$ cat src/rtl/core/follow_velocity_controller_macros.svh
// assertion macros for the follow velocity controller
// no dependencies
`ifndef FOLLOW_VELOCITY_CONTROLLER_MACROS_SVH
`define FOLLOW_VELOCITY_CONTROLLER_MACROS_SVH
`ifndef ASSERT_OFF
`define FVC_ASSERT(label, clk, rst_n, prop, msg) \
  label: assert property (@(posedge clk) disable iff (!rst_n) (prop)) else $error(msg);
`else
`define FVC_ASSERT(label, clk, rst_n, prop, msg)
`endif
`ifndef ASSERT_OFF
`define FVC_ASSERT_NR(label, clk, prop, msg) \
  label: assert property (@(posedge clk) (prop)) else $error(msg);
`else
`define FVC_ASSERT_NR(label, clk, prop, msg)
`endif
`endif

$ cat src/rtl/core/fvc_pkg.sv
// shared types and constants for the follow velocity controller
// no dependencies
package fvc_pkg;
  localparam int unsigned PosW = 24;
  localparam int unsigned AngW = 15;
  localparam int unsigned Phw = 2;
  localparam logic signed [15:0] PiQ12 = 16'sd12868;
  localparam logic signed [15:0] TwoPiQ12 = 16'sd25736;
  localparam logic signed [25:0] HalfPiQ20 = 26'sd1647099;
  localparam logic signed [10:0] VzLim = 11'sd512;
  localparam logic signed [10:0] VzSearchLim = 11'sd410;
  localparam logic signed [14:0] SearchYaw = 15'sd614;

  typedef enum logic [1:0] {
    PH_IDLE = 2'd0,
    PH_TAKEOFF = 2'd1,
    PH_SEARCH = 2'd2,
    PH_FOLLOW = 2'd3
  } phase_e;

  typedef enum logic [1:0] {
    REP_NONE = 2'd0,
    REP_SEEN = 2'd1,
    REP_LOST = 2'd2,
    REP_RSVD = 2'd3
  } report_e;

  typedef enum logic [2:0] {
    REG_FOLLOW_DIST = 3'd0,
    REG_HOLD_HEIGHT = 3'd1,
    REG_CLIMB_HEIGHT = 3'd2,
    REG_FWD_LIMIT = 3'd3,
    REG_TURN_LIMIT = 3'd4,
    REG_RANGE_GAIN = 3'd5,
    REG_HEIGHT_GAIN = 3'd6,
    REG_BEARING_GAIN = 3'd7
  } reg_e;

  typedef struct packed {
    logic [15:0] follow_distance;
    logic [15:0] hold_height;
    logic [15:0] climb_height;
    logic [13:0] forward_speed_limit;
    logic [13:0] turn_rate_limit;
    logic [11:0] range_gain;
    logic [11:0] height_gain;
    logic [11:0] bearing_gain;
  } cfg_t;

  // controller to datapath
  typedef struct packed {
    logic latch;     // take input item into state
    logic start;     // begin sqrt and cordic
    logic step;      // one iteration
    logic law_vz;    // form vertical term
    logic law_fwd;   // form forward and yaw terms
    logic smooth;    // smoother and output
    logic expire;    // detection timeout
  } cmd_t;

  typedef struct packed {
    logic climb_done;
    logic detected;
    logic pose_seen;
    logic target_held;
  } stat_t;

  function automatic logic [23:0] atan_q20(input logic [4:0] i);
    case (i)
      5'd0: atan_q20 = 24'd823550;
      5'd1: atan_q20 = 24'd486170;
      5'd2: atan_q20 = 24'd256879;
      5'd3: atan_q20 = 24'd130396;
      5'd4: atan_q20 = 24'd65451;
      5'd5: atan_q20 = 24'd32757;
      5'd6: atan_q20 = 24'd16383;
      5'd7: atan_q20 = 24'd8192;
      5'd8: atan_q20 = 24'd4096;
      5'd9: atan_q20 = 24'd2048;
      5'd10: atan_q20 = 24'd1024;
      5'd11: atan_q20 = 24'd512;
      5'd12: atan_q20 = 24'd256;
      5'd13: atan_q20 = 24'd128;
      5'd14: atan_q20 = 24'd64;
      5'd15: atan_q20 = 24'd32;
      5'd16: atan_q20 = 24'd16;
      5'd17: atan_q20 = 24'd8;
      5'd18: atan_q20 = 24'd4;
      5'd19: atan_q20 = 24'd2;
      5'd20: atan_q20 = 24'd1;
      5'd21: atan_q20 = 24'd1;
      default: atan_q20 = 24'd0;
    endcase
  endfunction
endpackage

$ cat src/rtl/core/fvc_ctrl.sv
// controller: sequences one tick through latch, iterations, laws and smoother
// depends on fvc_pkg and the macro header
`include "follow_velocity_controller_macros.svh"
module fvc_ctrl (
  input  logic            clk_i,
  input  logic            rst_ni,
  input  logic            in_valid,
  input  logic            flying_enabled_i,
  output logic            in_stall,
  output logic            out_valid,
  input  logic            out_stall,
  input  fvc_pkg::stat_t  stat_i,
  output fvc_pkg::cmd_t   cmd_o,
  output fvc_pkg::phase_e phase_o
);
  import fvc_pkg::*;

  typedef enum logic [2:0] {
    S_IDLE, S_START, S_ITER, S_LAW, S_SMOOTH, S_OUT
  } state_e;

  state_e state_q;
  logic [4:0] cnt_q;
  logic fly_q;
  phase_e ph_q;
  logic accept;

  assign accept = in_valid && !in_stall;
  assign in_stall = (state_q != S_IDLE);
  assign out_valid = (state_q == S_OUT);
  assign phase_o = ph_q;

  always_comb begin
    cmd_o = '0;
    cmd_o.latch = accept;
    cmd_o.start = (state_q == S_START);
    cmd_o.step = (state_q == S_ITER);
    cmd_o.law_vz = (state_q == S_LAW);
    cmd_o.law_fwd = (state_q == S_LAW);
    cmd_o.smooth = (state_q == S_SMOOTH);
    cmd_o.expire = (state_q == S_SMOOTH);
  end

  always_ff @(posedge clk_i or negedge rst_ni) begin
    if (!rst_ni) begin
      state_q <= S_IDLE;
      cnt_q <= '0;
      fly_q <= 1'b0;
      ph_q <= PH_IDLE;
    end else begin
      case (state_q)
        S_IDLE: begin
          if (accept) begin
            fly_q <= flying_enabled_i;
            state_q <= S_START;
          end
        end
        S_START: begin
          // phase uses state after latching
          if (!fly_q) ph_q <= PH_IDLE;
          else if (!stat_i.climb_done) ph_q <= PH_TAKEOFF;
          else if (!stat_i.detected) ph_q <= PH_SEARCH;
          else ph_q <= PH_FOLLOW;
          cnt_q <= '0;
          state_q <= S_ITER;
        end
        S_ITER: begin
          cnt_q <= cnt_q + 5'd1;
          if (cnt_q == 5'd24) state_q <= S_LAW;
        end
        S_LAW: state_q <= S_SMOOTH;
        S_SMOOTH: state_q <= S_OUT;
        S_OUT: if (!out_stall) state_q <= S_IDLE;
        default: state_q <= S_IDLE;
      endcase
    end
  end

  `FVC_ASSERT(a_no_accept_busy, clk_i, rst_ni, (state_q != S_IDLE) |-> !accept, "accept while busy")
  `FVC_ASSERT(a_out_holds, clk_i, rst_ni, (out_valid && out_stall) |=> out_valid, "result dropped")
  `FVC_ASSERT(a_iter_bound, clk_i, rst_ni, (state_q == S_ITER) |-> (cnt_q <= 5'd24), "iteration overrun")
endmodule
$ cat config.mk
export PLATFORM = sky130hd
export DESIGN_NAME = fvc_ctrl
export DESIGN_NICKNAME = d
export VERILOG_FILES = /design/src/rtl/core/fvc_pkg.sv /design/src/rtl/core/fvc_ctrl.sv
export VERILOG_INCLUDE_DIRS = /design/src /design/src/rtl/core
export SDC_FILE = /design/constraint.sdc
export NUM_CORES = 1
export LEC_CHECK = 0
export ABC_AREA = 1
export BUFFER_PORTS_ARGS = -buffer_cell sky130_fd_sc_hd__buf_2
export CORE_MARGIN = 3
export CORE_UTILIZATION = 44
export DETAILED_ROUTE_END_ITERATION = 6
export GPL_TIMING_DRIVEN = 0
export PLACE_DENSITY = 0.82
export SLEW_MARGIN = 10
export SYNTH_ARGS = -nofsm -noshare
export SYNTH_HDL_FRONTEND = slang
export SYNTH_SLANG_ARGS = --single-unit
$ cat constraint.sdc
create_clock -name clk_i -period 2.07 [get_ports clk_i]
set_input_delay 0.414 -clock clk_i [delete_from_list [all_inputs] [get_ports clk_i]]
set_output_delay 0.414 -clock clk_i [all_outputs]
set_load 0.01 [all_outputs]
Word-level counts from Yosys, hierarchy flattened
Cells that the tools add are included.
{"block": "classes", "n_addsub": 1, "eq_ne": 9, "mux": 8, "reduce_logical": 7}
{"op": "3-bit case mux with 6 select lines", "n": 1}
{"op": "5-bit case mux with 2 select lines", "n": 1}
{"op": "3-bit 2-to-1 mux", "n": 3}
{"op": "3-bit by 2-bit equality test with 1-bit output (second input constant)", "n": 2}
{"op": "3-bit equality test (second input constant)", "n": 2}
{"op": "5-bit by 1-bit adder with 5-bit output (second input constant)", "n": 1}
{"op": "5-bit equality test (second input constant)", "n": 1}
{"op": "2-bit 2-to-1 mux", "n": 2}
{"op": "2-bit inequality test (second input constant)", "n": 2}
{"op": "3-bit by 1-bit equality test with 1-bit output (second input constant)", "n": 1}
{"op": "3-bit logical NOT", "n": 1}
{"op": "3-bit AND reduction", "n": 1}
{"op": "3-bit nonzero test", "n": 1}
{"op": "2-bit by 1-bit inequality test with 1-bit output (second input constant)", "n": 1}
{"op": "2-bit AND reduction", "n": 1}
{"op": "2-bit nonzero test", "n": 1}
{"op": "1-bit logical AND", "n": 1}
{"op": "1-bit logical NOT", "n": 1}
{"op": "1-bit 2-to-1 mux", "n": 1}
{"block": "totals", "regBits": 11, "input_bits": 9, "out_inout_bits": 11}

Logic depth before layout (Yosys ltp)
Gate-level depths: netlist of run 1.
{"block": "logic_depth", "word_depth": 5, "ltp_mapped": 8, "depth_no_buf": 8}

Worst setup path after synthesis of run 1
No wires, ideal clock.
{"block": "synth_path", "kind": "flip-flop to output port", "from": "register state_q[0]", "to": "output cmd_o[1] (netlist bit)", "arrival_ps": 1023, "path_slack_ps": 633, "stages_incl_launch_ff": 5, "path_buffers": 1, "path_cell_list": "dfrtp_1 > nor2_2 > inv_1 > nor2_1 > buf_4"}
{"element": "start, declared", "line": "fvc_ctrl.sv:22", "rtl": "state_e state_q;"}
{"element": "start signal, assigned", "line": "fvc_ctrl.sv:46", "rtl": "state_q <= S_IDLE;"}
{"element": "start signal, assigned", "line": "fvc_ctrl.sv:55", "rtl": "state_q <= S_START;"}
{"element": "start signal, assigned", "line": "fvc_ctrl.sv:65", "rtl": "state_q <= S_ITER;"}
{"element": "end, declared", "line": "fvc_ctrl.sv:13", "rtl": "output fvc_pkg::cmd_t cmd_o,"}

Worst setup path in the final report of run 1
{"block": "layout_path", "from": "register state_q[0]", "to": "output cmd_o[6] (netlist bit)"}
{"block": "layout_between", "elab_chain_len": 3}
{"element": "3-bit nonzero test", "line": "fvc_ctrl.sv:29", "rtl": "assign in_stall = (state_q != S_IDLE);"}
{"element": "1-bit logical NOT", "line": "fvc_ctrl.sv:28", "rtl": "assign accept = in_valid && !in_stall;"}
{"element": "1-bit logical AND", "line": "fvc_ctrl.sv:28"}
No other way between the ends.

==> impl_metrics.yaml, run 1 <==
power:
  peakVddDrop_mv: 0.7039
  p_per_area_nw_per_um2: 1288
  p_int_uw: 556.3
  leakage_nw: 0.4407
  p_sw_share_pct: 45.47
  p_sw_uw: 463.8
  clock_power_share_pct: 14.1
  sequentialPowerShare_pct: 35.5
  combPwrFrac_pct: 50.4
final_layout:
  multi_input_area_um2: 300.3
  drive_gt1_share_pct: 39.00
  ff_latch_area_um2: 275.3
  syn2layout_area_growth_pct: 21.73
  instances_no_fill: 115
  antenna_cells: 0
  finalNetCount: 112
  nFillCells: 123
route:
  first_pass_iters: 4
  ant_nets: 0
  post-route-drc-count: 0
  viasPerCell: 4.809
  routed_wl_um: 1164
  drtIter0Drc: 6
  vias: 553
  post_drt_wl_per_cell_um: 10.12
floorplanning:
  die_y_um: 44.46
  rows: 13
  die_w_um: 44.46
  die_area_um2: 1976
  start_util_pct: 48.19
  coreArea_um2: 1350
  ios: 20
synth:
  synth-async-reset-ratio_pct: 100.0
  ys_seq_elements: 11
  synth_top_family_by_area: "simple AND/OR/NAND/NOR gates"
  syn_area_per_cell_um2: 8.341
  synth-main-ff-cell: "dfrtp_1"
  synth_top_area_share_pct: 42.31
  synthSimpleGateAreaFrac_pct: 27.69
  ys_warn_count: 0
  synth_fp_nets: 89
  ys_seq_area_share_pct: 42.31
  synth_edf_count: 0
  netlist_instances: 78
  synth.cell_area_um2: 650.6
  synth_cell_types: 21
  synth.area.top_cells: "dfrtp_1 (42%), nand2_1 (8.7%), inv_1 (6.9%), o21ai_0 (4.6%), o21ai_2 (4.0%)"
  synth_xor_area_share_pct: 0
  synth.area.mux_share_pct: 0
  synthAdderAreaFrac_pct: 3.846
  synth_top_area_cell: "dfrtp_1"
  synth_compound_area_share_pct: 14.62
cts:
  cts_tree: "done"
  cts_resized: 0
  cts_root_buf: "clkbuf_4"
  clkTransAtPathRegs_ps: 70
  cts_setup_buffers: 0
  cts.path.max_buffers: 2
  ctsHtreeMaxLevel: 1
  clock_sinks: 11
  numCtsBuffers: 3
  cts_hold_buf: 1
  clk_latency_ps: 270
grt:
  antenna_found_initial: 0
  grt_max_degree: 12
  first_global_vias: 526
  track_usage_pct: 14.96
  grt_overflow: 0
  grt_pass1_wl_um: 2139
status:
  status: "completed"
critical_path:
  path_class: "register to primary output"
  crit_fanout: 5
  crit_arrival_ps: 1360
  worst-r2r-setup-slack_ps: 900
  crit_required_ps: 1660
  startpoint_type: "register"
  cp-end-kind: "primary output"
min_path:
  hold_class: "input port to register"
job:
  maxCapViolations: 0
placed_design:
  place.gp.congestion: 0.7473
  dpl.hpwl_um: 935.7
  pre_cts_ws_ps: 592.8
  placed_cells: 110
  io_buffers: 17
timing:
  clock.fmax_mhz: 564.5
  setup_violations: 0
  layout_min_cycle_time_ps: 1772
  rsz0062_at_grt: "false"
  hold_viol: 0
  fin_worst_skew_ps: 7.491
  slew_headroom_pct: 79.06
  tightest_slew_ps: 314.0
  fin_tns_setup_ps: 0
  drv_slew: 0
  final.period_utilization_pct: 85.58
  finalWorstSetupSlack_ps: 298.4
worst max-delay path, cell delays in order, from the launching register on:
cell and delay [ps]:
dfrtp_1 490, nor2_2 170, nand2_1 110, nor2_2 110, buf_4 110, buf_2 110
through the flow:
step                hold WS [ps]  utilization, %  power [mW]  instance area [µm²]
floorplan                  118.4               -      0.7341                650.6
global placement           297.0           55.89      0.8663                754.5
detailed placement         295.9           55.89      0.8842                754.5
CTS                        358.2           58.67       1.033                792.0
global route               389.8           58.67       1.112                792.0
finish                     359.0           58.67       1.020                792.0
synthesized netlist by cell type (2+ instances only):
master,number
nand2_1,15
inv_1,12
dfrtp_1,11
o21ai_0,6
nand3_1,5
nor2_1,5
buf_4,3
nor2_2,3
o21ai_2,3
ha_1,2
inv_2,2
o21ai_1,2
flip-flops by register name, summed over array words and instances, names as in the netlist:
register  count
fly_q         1
state_q       3
phase_o       2
cnt_q         5
cells in the final DEF, fill, tap and decap left out:
master,count
buf_2,17
nand2_1,15
inv_1,12
dfrtp_1,11
o21ai_0,6
nor2_1,5
nand3_1,5
nor2_2,3
o21ai_2,3
buf_4,3
clkbuf_4,3
inv_2,2
o21ai_1,2
ha_1,2
nand3_4,1
nor2_4,1
nand2_2,1
o21bai_2,1
nand3_2,1
nand2_4,1
nor3_1,1
a21oi_2,1
o221ai_1,1
clkinv_2,1
dlygate4sd3_1,1
routing by layer:
layer	vias to the layer above	part of all wire, %	global-route usage, %
met2	14	47	24.13
met1	249	46	18.62
met3	2	5.8	4.878
li1	288	-	-
met4	0	1.1	5.422
met5	-	0	0
layout make-up:
type / instances / area share [%]
multi-input cells: 50 / 37.91
flip-flops and latches: 11 / 34.76
repair buffers: 18 / 12.01
inverters: 14 / 6.635
clock buffers: 3 / 2.844
plain buffers: 3 / 2.844
well taps: 15 / 2.370
clock inverters: 1 / 0.6319
path summary, 6_finish.rpt:
kind | cells after the start | start | end
setup / recovery | 5 | state_q[0] | cmd_o[6]
hold / removal | 3 | flying_enabled_i | fly_q
setup reg to reg | 6 | state_q[2] | state_q[0]
hold reg to reg | 2 | phase_o[1] | phase_o[1]
max in group asynchronous | 2 | rst_ni | state_q[2]
min in group asynchronous | 2 | rst_ni | cnt_q[1]
power groups by stage:
stage | Clock (mW) | Combinational (mW) | Sequential, mW
after floorplan | 0 | 0.376 | 0.358
after global placement | 0 | 0.504 | 0.362
after detailed placement | 0 | 0.520 | 0.365
after CTS | 0.148 | 0.523 | 0.362
after global routing | 0.157 | 0.583 | 0.372
final | 0.143 | 0.515 | 0.362
logic make-up (layout without fill, tap and decap cells):
kind of cell,Yosys count,after routing
buffers and inverters,17,39
AND/OR/NAND/NOR,34,34
flip-flops,11,11
AO/OA/AOI/OAI,14,14
adder cells (fa/ha/maj),2,2
No activity file was read; power rests on OpenSTA's default activity.
==> run 2, diff against run 1 <==
Settings changed: PLACE_DENSITY 0.82 to 0.77.
==> run 2 against run 1 <==
Utilization did not move. Critical path depth did not move. Largest power group unchanged. Worst setup slack improved by 6.2 ps. Final area unchanged.
==> impl_metrics.yaml, run 2 (synthesized netlist as in run 1, its figures left out) <==
timing:
  timing.hold.ws_ps: 344.5
  setup_violations: 0
  rsz0062_at_grt: "false"
  layout_min_cycle_time_ps: 1765
  fin_tns_setup_ps: 0
  finalWorstSetupSlack_ps: 304.6
  final.period_utilization_pct: 85.29
  hold_viol: 0
  drv_slew: 0
  tightest_slew_ps: 309.8
  clock.fmax_mhz: 566.4
  fin_worst_skew_ps: 1.519
  slew_headroom_pct: 79.35
job:
  maxCapViolations: 0
grt:
  first_global_vias: 527
  grt_max_degree: 12
  grt_overflow: 0
  antenna_found_initial: 0
  grt_pass1_wl_um: 2083
  track_usage_pct: 14.49
final_layout:
  instances_no_fill: 115
  final_common_cell: "buf_2"
  largest-register: "cnt_q"
  finalNetCount: 112
  layout_common_cells: "buf_2 (17), nand2_1 (15), inv_1 (12), dfrtp_1 (11), o21ai_0 (6)"
  syn2layout_area_growth_pct: 21.73
  antenna_cells: 0
  largest_register_ffs: 5
  drive_gt1_share_pct: 39.00
  stdcell_area_um2: 792.0
  fin_util_pct: 58.67
cts:
  cts_root_buf: "clkbuf_4"
  cts_setup_buffers: 0
  cts_tree: "done"
  clock_sinks: 11
  numCtsBuffers: 3
  clkTransAtPathRegs_ps: 70
  ctsHtreeMaxLevel: 1
  cts_resized: 0
  clk_latency_ps: 270
  cts.path.max_buffers: 2
route:
  routed_wl_um: 1208
  post_drt_wl_per_cell_um: 10.50
  drtIter0Drc: 4
  ant_nets: 0
  viasPerCell: 4.896
  vias: 563
  first_pass_iters: 3
  post-route-drc-count: 0
floorplanning:
  rows: 13
  die_area_um2: 1976
  start_util_pct: 48.19
  coreArea_um2: 1350
  die_w_um: 44.46
  ios: 20
  die_y_um: 44.46
critical_path:
  startpoint_type: "register"
  cp-end-kind: "primary output"
  r2r-end: "state_q[0]"
  crit_fanout: 5
  crit_required_ps: 1660
  worst-r2r-cell-count: 6
  path_class: "register to primary output"
  crit_arrival_ps: 1350
  regToRegStartpoint: "state_q[2]"
  worst-r2r-setup-slack_ps: 900
power:
  p_per_area_nw_per_um2: 1289
  peakVddDrop_mv: 0.6582
  leakage_nw: 0.4407
  report.power.total_mw: 1.021
min_path:
  whs_endpoint: "fly_q"
  hold_class: "input port to register"
  hold_path_depth: 3
  hp-start: "flying_enabled_i"
placed_design:
  dpl.hpwl_um: 993.9
  placed_area_um2: 754.5
  place.gp.congestion: 0.7278
  io_buffers: 17
  placed_cells: 110
  pre_cts_ws_ps: 596.1
status:
  status: "completed"
run 2: how the worst max path moves through the flow:
stage,depth (start not counted),slack [ps],to,start
after floorplan,4,630,cmd_o[1],state_q[0]
after global placement,5,610,cmd_o[6],state_q[0]
after detailed placement,5,600,cmd_o[6],state_q[0]
after CTS,5,290,cmd_o[6],state_q[0]
after global routing,5,190,cmd_o[6],state_q[0]
final,5,300,cmd_o[6],state_q[0]
run 2: cell type report:
class,count,area [µm²]
Buffer,3,22.52
Clock buffer,3,22.52
Clock inverter,1,5.005
Fill cell,137,558.0
Inverter,14,52.55
Multi-Input combinational cell,50,300.3
Sequential cell,11,275.3
Tap cell,15,18.77
Timing Repair Buffer,18,95.09
run 2: routing by layer:
layer / GRT usage (%) / wire [µm]
met2: 25.29 / 605
met1: 16.16 / 540
met3: 6.098 / 47
met5: 0 / 0
met4: 3.614 / 15
run 2: critical path, stage by stage (launching register included):
cell and delay, ps:
dfrtp_1 490, nor2_2 160, nand2_1 110, nor2_2 110, buf_4 110, buf_2 110
run 2: repair_timing:
item | in CTS | in global routing
hold buffers | 1 | 0
hold endpoints to repair | 7 | 0
setup endpoints to repair | 0 | 0
run 2: report_power, final:
group	total [mW]	internal, mW	switching (mW)
combinational	0.515	0.199	0.317
sequential	0.359	0.286	0.0739
clock	0.146	0.0716	0.0749
==> run 3, diff against run 2 <==
Settings changed: CTS_CLUSTER_SIZE set to 16.
Clock period 2.07 ns to 2.1 ns, I/O delays scaled along.
==> run 3 against run 2 <==
Critical endpoint unchanged. Sequential cell count unchanged. Worst setup slack gained 24 ps. Combinational power is 2% lower. Critical path depth stayed put. Sequential power decreased by 1%.
==> impl_metrics.yaml, run 3 (synthesized netlist as in run 1, its figures left out) <==
route:
  vias: 561
  post-route-drc-count: 0
  ant_nets: 0
  routed_wl_um: 1200
  viasPerCell: 4.921
  post_drt_wl_per_cell_um: 10.53
  drtIter0Drc: 4
  first_pass_iters: 4
floorplanning:
  coreArea_um2: 1350
  rows: 13
  die_y_um: 44.46
  die_w_um: 44.46
  die_area_um2: 1976
  start_util_pct: 48.19
  ios: 20
grt:
  track_usage_pct: 14.49
  first_global_vias: 527
  grt_pass1_wl_um: 2083
  grt_overflow: 0
  antenna_found_initial: 0
  grt_max_degree: 12
timing:
  finalWorstSetupSlack_ps: 328.4
  layout_min_cycle_time_ps: 1772
  slew_headroom_pct: 79.35
  final.period_utilization_pct: 84.36
  fin_tns_setup_ps: 0
  clock.fmax_mhz: 564.5
  drv_slew: 0
  tightest_slew_ps: 309.8
  rsz0062_at_grt: "false"
  timing.hold.ws_ps: 0.2652
  setup_violations: 0
  fin_worst_skew_ps: 1.519
  hold_viol: 0
critical_path:
  critical-path-top-delay-family: "flip-flops"
  worstPathCellList: "nor2_2, nand2_1, nor2_2, buf_4, buf_2"
  crit_slowest_cell: "dfrtp_1"
  crit_buf_inv: 2
  crit_required_ps: 1680
  cp-end-kind: "primary output"
  crit_top_cell: "nor2_2"
  cp_slowest_stage_delay_ps: 490
  startpoint_type: "register"
  crit_arrival_ps: 1350
  path_class: "register to primary output"
  crit_fanout: 5
final_layout:
  final_common_cell: "buf_2"
  finalNetCount: 111
  antenna_cells: 0
  largest-register: "cnt_q"
  instances_no_fill: 114
  layout_common_cells: "buf_2 (17), nand2_1 (15), inv_1 (12), dfrtp_1 (11), o21ai_0 (6)"
  syn2layout_area_growth_pct: 20.19
  drive_gt1_share_pct: 39.39
  stdcell_area_um2: 782.0
  largest_register_ffs: 5
  fin_util_pct: 57.92
power:
  sequentialPowerShare_pct: 35.3
  leakage_nw: 0.4365
  p_int_uw: 546.7
  clock_power_share_pct: 14.4
  p_per_area_nw_per_um2: 1286
  report.power.total_mw: 1.005
  combPwrFrac_pct: 50.4
  peakVddDrop_mv: 0.6488
  p_sw_share_pct: 45.62
  p_sw_uw: 458.7
placed_design:
  placed_area_um2: 754.5
  placed_cells: 110
  place.gp.congestion: 0.7278
  io_buffers: 17
  pre_cts_ws_ps: 620.1
  dpl.hpwl_um: 993.9
cts:
  cts_root_buf: "clkbuf_4"
  cts_resized: 0
  clock_sinks: 11
  clkTransAtPathRegs_ps: 70
  cts_hold_buf: 0
  ctsHtreeMaxLevel: 1
  cts_tree: "done"
  cts_setup_buffers: 0
  cts.path.max_buffers: 2
  clk_latency_ps: 270
  numCtsBuffers: 3
job:
  maxCapViolations: 0
min_path:
  hold_class: "input port to async pin"
status:
  status: "completed"
[run 3: cell types whose count changed in the layout (fill, tap and decap cells not counted), sizes merged]
cell / before / now
dlygate4sd3: 1 / 0
[run 3: worst register-to-register path, delay by kind of cell, from the launching register on]
kind            cells  cell delay [ps]
compound gates      1               50
flops               1              380
buf+inv             1              160
simple gates        4              480
[run 3: final cells by class]
type                            count  area (µm²)
Clock inverter                      1       5.005
Inverter                           14       52.55
Timing Repair Buffer               17       85.08
Sequential cell                    11       275.3
Fill cell                         134       568.0
Clock buffer                        3       22.52
Buffer                              3       22.52
Multi-Input combinational cell     50       300.3
Tap cell                           15       18.77
[run 3: path summary, 6_finish.rpt]
check,startpoint,endpoint,slack [ps],cells after the start
setup / recovery,state_q[0],cmd_o[6],330,5
hold / removal,rst_ni,cnt_q[1],0.3,1
setup reg to reg,state_q[2],state_q[0],930,6
hold reg to reg,phase_o[1],phase_o[1],490,2
max in group asynchronous,rst_ni,cnt_q[0],1900,1
min in group clk_i,flying_enabled_i,fly_q,350,3
[run 3: layer usage]
| metal | share of wire [%] | wire (µm) | vias to the layer above | track usage (%) |
|---|---|---|---|---|
| met5 | 0 | 0 | - | 0 |
| li1 | - | - | 286 | - |
| met3 | 3.9 | 47 | 4 | 6.098 |
| met4 | 1.3 | 15 | 0 | 3.614 |
| met1 | 44 | 532 | 259 | 16.16 |
| met2 | 50 | 605 | 12 | 25.29 |
[run 3: power by group through the flow]
| stage | combinational, mW | sequential [mW] | clock (mW) |
|---|---|---|---|
| floorplan | 0.371 | 0.353 | 0 |
| global placement | 0.498 | 0.358 | 0 |
| detailed placement | 0.516 | 0.359 | 0 |
| CTS | 0.517 | 0.355 | 0.148 |
| global route | 0.574 | 0.366 | 0.158 |
| finish | 0.506 | 0.354 | 0.144 |
